$ cat src/cvpt_pkg.sv
// Shared types, constants and helpers of the camera view point test.
package cvpt_pkg;

  localparam int unsigned CoordW   = 32;
  localparam int unsigned SumW     = 64;
  localparam int unsigned DimW     = 16;
  localparam int unsigned CfgDataW = 64;
  localparam int unsigned CfgIdxW  = 8;
  localparam int unsigned ProdW    = SumW + DimW;

  localparam logic signed [SumW-1:0] NearLimitQ16 = 64'sd655;
  localparam logic signed [SumW-1:0] NearLimitQ32 = NearLimitQ16 <<< 16;

  localparam logic [DimW-1:0] WidthReset  = 16'd640;
  localparam logic [DimW-1:0] HeightReset = 16'd480;

  localparam logic [2:0] CfgRow0Xy  = 3'd0;
  localparam logic [2:0] CfgRow0Zw  = 3'd1;
  localparam logic [2:0] CfgRow1Xy  = 3'd2;
  localparam logic [2:0] CfgRow1Zw  = 3'd3;
  localparam logic [2:0] CfgDepthXy = 3'd4;
  localparam logic [2:0] CfgDepthZw = 3'd5;
  localparam logic [2:0] CfgWidth   = 3'd6;
  localparam logic [2:0] CfgHeight  = 3'd7;

  typedef enum logic [1:0] {
    CullNone   = 2'd0,
    CullNear   = 2'd1,
    CullBounds = 2'd2
  } cull_reason_e;

  typedef struct packed {
    logic signed [CoordW-1:0] point_x;
    logic signed [CoordW-1:0] point_y;
    logic signed [CoordW-1:0] point_z;
  } in_t;

  typedef struct packed {
    logic                     visible;
    logic [1:0]               cull_reason;
    logic signed [CoordW-1:0] kept_x;
    logic signed [CoordW-1:0] kept_y;
    logic signed [CoordW-1:0] kept_z;
  } out_t;

  typedef struct packed {
    logic [CfgDataW-1:0] row0_xy;
    logic [CfgDataW-1:0] row0_zw;
    logic [CfgDataW-1:0] row1_xy;
    logic [CfgDataW-1:0] row1_zw;
    logic [CfgDataW-1:0] depth_xy;
    logic [CfgDataW-1:0] depth_zw;
    logic [DimW-1:0]     width;
    logic [DimW-1:0]     height;
  } cfg_t;

  function automatic logic signed [SumW-1:0] sat_add(
    input logic signed [SumW-1:0] a,
    input logic signed [SumW-1:0] b
  );
    logic signed [SumW:0]   sum;
    logic signed [SumW-1:0] res;
    sum = {a[SumW-1], a} + {b[SumW-1], b};
    if (sum[SumW] != sum[SumW-1]) begin
      res = sum[SumW] ? {1'b1, {(SumW-1){1'b0}}} : {1'b0, {(SumW-1){1'b1}}};
    end else begin
      res = sum[SumW-1:0];
    end
    return res;
  endfunction

endpackage

$ cat src/cvpt_cfg.sv
// Configuration register file: projection matrix and image bounds.
module cvpt_cfg import cvpt_pkg::*; (
  input  logic                clk_i,
  input  logic                rst_ni,
  input  logic                cfg_valid_i,
  output logic                cfg_ready_o,
  input  logic [CfgIdxW-1:0]  cfg_index_i,
  input  logic [CfgDataW-1:0] cfg_data_i,
  output cfg_t                cfg_o
);

  cfg_t cfg_q, cfg_d;
  logic hit;

  assign cfg_ready_o = 1'b1;
  assign hit = cfg_valid_i && (cfg_index_i[CfgIdxW-1:3] == '0);

  always_comb begin
    cfg_d = cfg_q;
    if (hit) begin
      unique case (cfg_index_i[2:0])
        CfgRow0Xy:  cfg_d.row0_xy  = cfg_data_i;
        CfgRow0Zw:  cfg_d.row0_zw  = cfg_data_i;
        CfgRow1Xy:  cfg_d.row1_xy  = cfg_data_i;
        CfgRow1Zw:  cfg_d.row1_zw  = cfg_data_i;
        CfgDepthXy: cfg_d.depth_xy = cfg_data_i;
        CfgDepthZw: cfg_d.depth_zw = cfg_data_i;
        CfgWidth:   cfg_d.width    = cfg_data_i[DimW-1:0];
        CfgHeight:  cfg_d.height   = cfg_data_i[DimW-1:0];
        default:    cfg_d          = cfg_q;
      endcase
    end
  end

  always_ff @(posedge clk_i or negedge rst_ni) begin
    if (!rst_ni) begin
      cfg_q <= '{width: WidthReset, height: HeightReset, default: '0};
    end else begin
      cfg_q <= cfg_d;
    end
  end

  assign cfg_o = cfg_q;

endmodule

$ cat config.mk
export PLATFORM = sky130hd
export DESIGN_NAME = cvpt_cfg
export DESIGN_NICKNAME = d
export VERILOG_FILES = /design/src/cvpt_pkg.sv /design/src/cvpt_cfg.sv
export SDC_FILE = /design/constraint.sdc
export NUM_CORES = 1
export LEC_CHECK = 0
export ABC_AREA = 1
export ABC_CLOCK_PERIOD_IN_PS = 1300
export BUFFER_PORTS_ARGS = -buffer_cell sky130_fd_sc_hd__buf_2
export CAP_MARGIN = 20
export CORE_MARGIN = 5
export CORE_UTILIZATION = 40
export CTS_CLUSTER_DIAMETER = 50
export DETAILED_ROUTE_END_ITERATION = 8
export SLEW_MARGIN = 15
export SYNTH_ARGS = -nofsm -noshare
export SYNTH_HDL_FRONTEND = slang
export SYNTH_SLANG_ARGS = --single-unit
$ cat constraint.sdc
create_clock -name clk_i -period 1.3 [get_ports clk_i]
set_input_delay 0.26 -clock clk_i [delete_from_list [all_inputs] [get_ports clk_i]]
set_output_delay 0.26 -clock clk_i [all_outputs]
set_load 0.05 [all_outputs]
; ---- Yosys cells after proc, flatten, opt, wreduce, memory -nomap -nowiden
; Index checks and enable logic that the tools add are counted.
[word_totals]
register_bits = 416
latch_bits = 0
ram_bits = 0
romBits = 0
input_bits = 75
out_inout_bits = 417
wordCells = 26
memories = 0
[classes]
add_sub_neg = 0
n_mul = 0
n_div = 0
n_lt_le_gt_ge = 0
n_eq_ne = 7
shift = 0
muxes = 0
bitwise = 0
reduce_logical = 11
[ops]
columns = op, n
row1 = 2-bit AND reduction, 8
row2 = "3-bit == test, second input constant", 4
row3 = "3-bit by 2-bit == test with 1-bit output, second input constant", 2
row4 = 5-bit zero test, 1
row5 = "3-bit by 1-bit == test with 1-bit output, second input constant", 1
row6 = 3-bit zero test, 1
row7 = 1-bit logical AND, 1

; ---- Longest topological paths before layout
[logic_depth]
word_depth = 3
depth_mapped = 8
mapped_depth_nobuf = 6

; ---- Least setup slack after synthesis
; No wires, ideal clock.
[synth_timing]
path_type = in2reg
startpoint = input port cfg_index_i[7]
endpoint = register cfg_q, in the netlist cfg_o[291]
setup_time_ps = 119
arrival_time_ps = 1144
required_ps = 1181
slack_ps = 36
stages = 8
n_path_buf = 2
path_cell_list = inv_2 -> nand2_1 -> nor2_4 -> buf_6 -> nand3_4 -> buf_2 -> nand2_1 -> nand2_1
[synth_between]
elab_chain_cells = 3
[synth_lines]
columns = item, line
row1 = from (decl), cvpt_cfg.sv:7  ; input logic [CfgIdxW-1:0] cfg_index_i,
row2 = 5-bit zero test, cvpt_cfg.sv:16  ; assign hit = cfg_valid_i && (cfg_index_i[CfgIdxW-1:3] == '0);
row3 = 1-bit logical AND, cvpt_cfg.sv:16
row4 = 2-bit AND reduction (no source line), n/a
row5 = to (signal assigned), cvpt_cfg.sv:39  ; cfg_q <= cfg_d;
row6 = to (decl), cvpt_cfg.sv:12  ; cfg_t cfg_q, cfg_d;
; No other way between the ends.
; A chain may end at the register's enable or synchronous reset.

; ---- Worst setup path in the final report
[layout_timing]
startpoint = register cfg_q, in the netlist cfg_o[23]
endpoint = output port cfg_o[23] (netlist bit)
[layout_rtl]
columns = item, line
row1 = to (decl), cvpt_cfg.sv:9  ; output cfg_t cfg_o
; No word-level cell between the ends.

==> results.py <==
metrics = {
    "run_status": {
        "status": "finished with violations",
        "violations": "negative setup slack",
    },
    "sta": {
        "finalClockSkew_ps": 0,
        "finalCritPeriodShare": 1.18,
        "postLayoutSetupSlackWorst_ps": -234,
        "fmax_mhz": 652,
        "final_max_slew_viol_count": 0,
        "period_minus_slack_ps": 1530,
        "setup-violations-final": 416,
        "tns_ps": -37770,
        "rsz0062_at_grt": "yes",
        "hold_viol": 0,
    },
    "synth": {
        "ys_seq_elements": 416,
        "synth-main-ff-cell": "dfrtp_1",
        "yosysWarnings": 0,
        "async_reset_ff_frac": 1.00,
        "synth.most_common_cell": "nand2_1",
        "synth_area_leaders": "dfrtp_1, nand2_1, nand4_1",
        "netlist_top_cells_count": "nand2_1, dfrtp_1, nand4_1",
        "synth_top_area_share": 0.604,
        "synth_top_cell_by_area": "dfrtp_1",
        "syn_nets": 1939,
        "syn-cell-area_mm2": 0.0170,
        "synth_cell_types": 20,
        "avgSynthCellArea_um2": 9.12,
        "synth_edf_count": 0,
        "ys_seq_area_frac": 0.613,
        "synth_cells": 1864,
    },
    "layout": {
        "nets": 2646,
        "seq_area_mm2": 0.0104,
        "multi_input_area_mm2": 0.00569,
        "largest_reg_flops": 416,
        "postLayoutCoreUtil": 0.638,
        "n_fill_cell": 3281,
        "drive_gt1_frac": 0.337,
        "stdcell_area_mm2": 0.0267,
        "area_growth_pct": 57.4,
    },
    "clock_network": {
        "clk_pin_slew_ps": 60,
        "cts_buffers": 48,
        "htreeDepth": 2,
        "clkLatencyLatePin_ps": 570,
        "clock-sinks": 416,
        "clockBufferDepth": 3,
        "cts_tree": "done",
        "root_buffer": "clkbuf_16",
    },
    "die": {
        "initial_core_util": 0.405,
        "core_mm2": 0.0419,
        "io_pins": 492,
        "dieArea_mm2": 0.0467,
        "die_w_um": 216,
        "fp.dieH_um": 216,
        "rows": 75,
    },
    "global_route": {
        "grt_pass1_vias": 16533,
        "grt_max_degree": 81,
        "grt_pass1_wl_um": 101000,
        "grt_overflow": 0,
        "grt.total_usage": 0.273,
        "antenna_found_initial": 4,
    },
    "route": {
        "drc": 0,
        "vias": 16531,
        "ant_nets": 0,
        "avgViaCountPerCell": 5.26,
        "drt_iter0_markers": 1411,
        "wl_per_cell_um": 21.2,
        "first_pass_iters": 6,
        "wl_um": 66600,
    },
    "critical_path": {
        "path_cells": "buf_8",
        "r2r-end": "cfg_o[361]",
        "startpoint_type": "register",
        "path_class": "reg2out",
        "r2r_cells": 4,
        "cp.arrival_ps": 1270,
        "r2r_slack_ps": 410,
        "slowest_stage": "dfstp_2",
        "endpoint_kind": "primary output",
        "critical-path-top-delay-family": "flip-flops",
        "crit_required_ps": 1040,
        "crit_fanout": 2,
        "reg2reg_from": "cfg_o[361]",
        "critPathBufInv": 1,
        "cp_slowest_stage_delay_ps": 550,
    },
    "flow_run": {
        "maxCapViolCount": 0,
    },
    "power_and_ir_drop": {
        "power_leakage_nw": 14.8,
        "ir_worst_vdd_mv": 0.934,
        "powerDensity_mw_per_mm2": 1290,
    },
    "placed_design": {
        "dp_hpwl_um": 42800,
        "port_buffers": 490,
        "gp_congestion": 0.867,
        "place_area_mm2": 0.0206,
    },
    "worst_hold_path": {
        "whs_path_depth": 3,
        "hold_end": "cfg_o[373]",
        "hold_path_class": "in2reg",
        "hold_start": "cfg_data_i[21]",
    },
}
==> layout make-up <==
type / count / area share
flip-flops and latches: 416 / 0.390
repair buffers: 818 / 0.310
well taps: 539 / 0.0252
inverters: 7 / 0.000982
clock inverters: 20 / 0.00964
diodes: 1 / 0.0000936
multi-input cells: 1280 / 0.213
clock buffers: 64 / 0.0521
==> power by group <==
group          total [mW]  internal [mW]  switching, mW
Sequential           14.1           13.6          0.514
Clock                14.1           8.53           5.56
Combinational        6.22           2.14           4.08
Total                34.4           24.2           10.2
==> cells by family (layout without fill, tap and decap cells) <==
logic type	Yosys count	after routing	synth area share
flops	416	416	0.613
buf+inv	168	909	0.0554
other cells	1	2	0.000221
simple gates	1279	1279	0.331
==> per-layer routing <==
| layer | vias up | routed length (um) | track usage | share of wire |
|---|---|---|---|---|
| li1 | 7519 | - | - | - |
| met4 | 6 | 2570 | 0.104 | 0.039 |
| met1 | 8116 | 26800 | 0.356 | 0.40 |
| met2 | 736 | 31400 | 0.438 | 0.47 |
| met5 | - | 39 | 0 | 0.00059 |
| met3 | 154 | 5800 | 0.0759 | 0.087 |
==> worst max path at each step <==
stage | startpoint | end | slack (ps) | depth (start not counted)
3_5_place_dp | cfg_index_i[4] | cfg_o[370] | -210 | 7
2_1_floorplan | cfg_index_i[7] | cfg_o[291] | 40 | 8
4_1_cts | cfg_o[23] | cfg_o[23] | -270 | 1
5_1_grt | cfg_o[23] | cfg_o[23] | -270 | 1
3_3_place_gp | cfg_index_i[4] | cfg_o[364] | -190 | 7
6_report | cfg_o[23] | cfg_o[23] | -230 | 1
==> placed cells by master, fill, tap and decap left out, types with 3 or more instances in the layout <==
master / instances
buf_4: 232
nor2_1: 4
dlygate4sd3_1: 48
buf_8: 9
buf_6: 408
buf_2: 73
dfstp_2: 6
bufinv_16: 5
inv_1: 5
clkbuf_8: 11
dfrtp_1: 408
nand3_2: 3
clkbuf_16: 49
nand3_4: 6
buf_12: 48
clkinv_2: 6
nor2_4: 8
clkbuf_1: 4
inv_6: 3
nand2_1: 966
clkinvlp_4: 3
nand4_1: 288
==> stage by stage <==
| stage | setup WS [ps] | hold WS, ps | total power, mW | instances |
|---|---|---|---|---|
| 2_1_floorplan | 36.4 | -35.6 | 17.2 | 1864 |
| 3_3_place_gp | -190 | 108 | 19.0 | 2834 |
| 3_5_place_dp | -214 | 105 | 19.1 | 2834 |
| 4_1_cts | -273 | 0.580 | 34.4 | 3049 |
| 5_1_grt | -267 | 30.4 | 35.5 | 3145 |
| 6_report | -234 | 42.5 | 34.4 | 3145 |
==> timing repair <==
| item | CTS | global route |
|---|---|---|
| endpoints found under the hold margin | 425 | 0 |
| setup buffers | 83 | 95 |
| gates resized for setup | 840 | 2 |
| hold buffers | 48 | 0 |
| endpoints found under the setup margin | 416 | 416 |
Note: power is estimated with default switching activity, not from simulation.
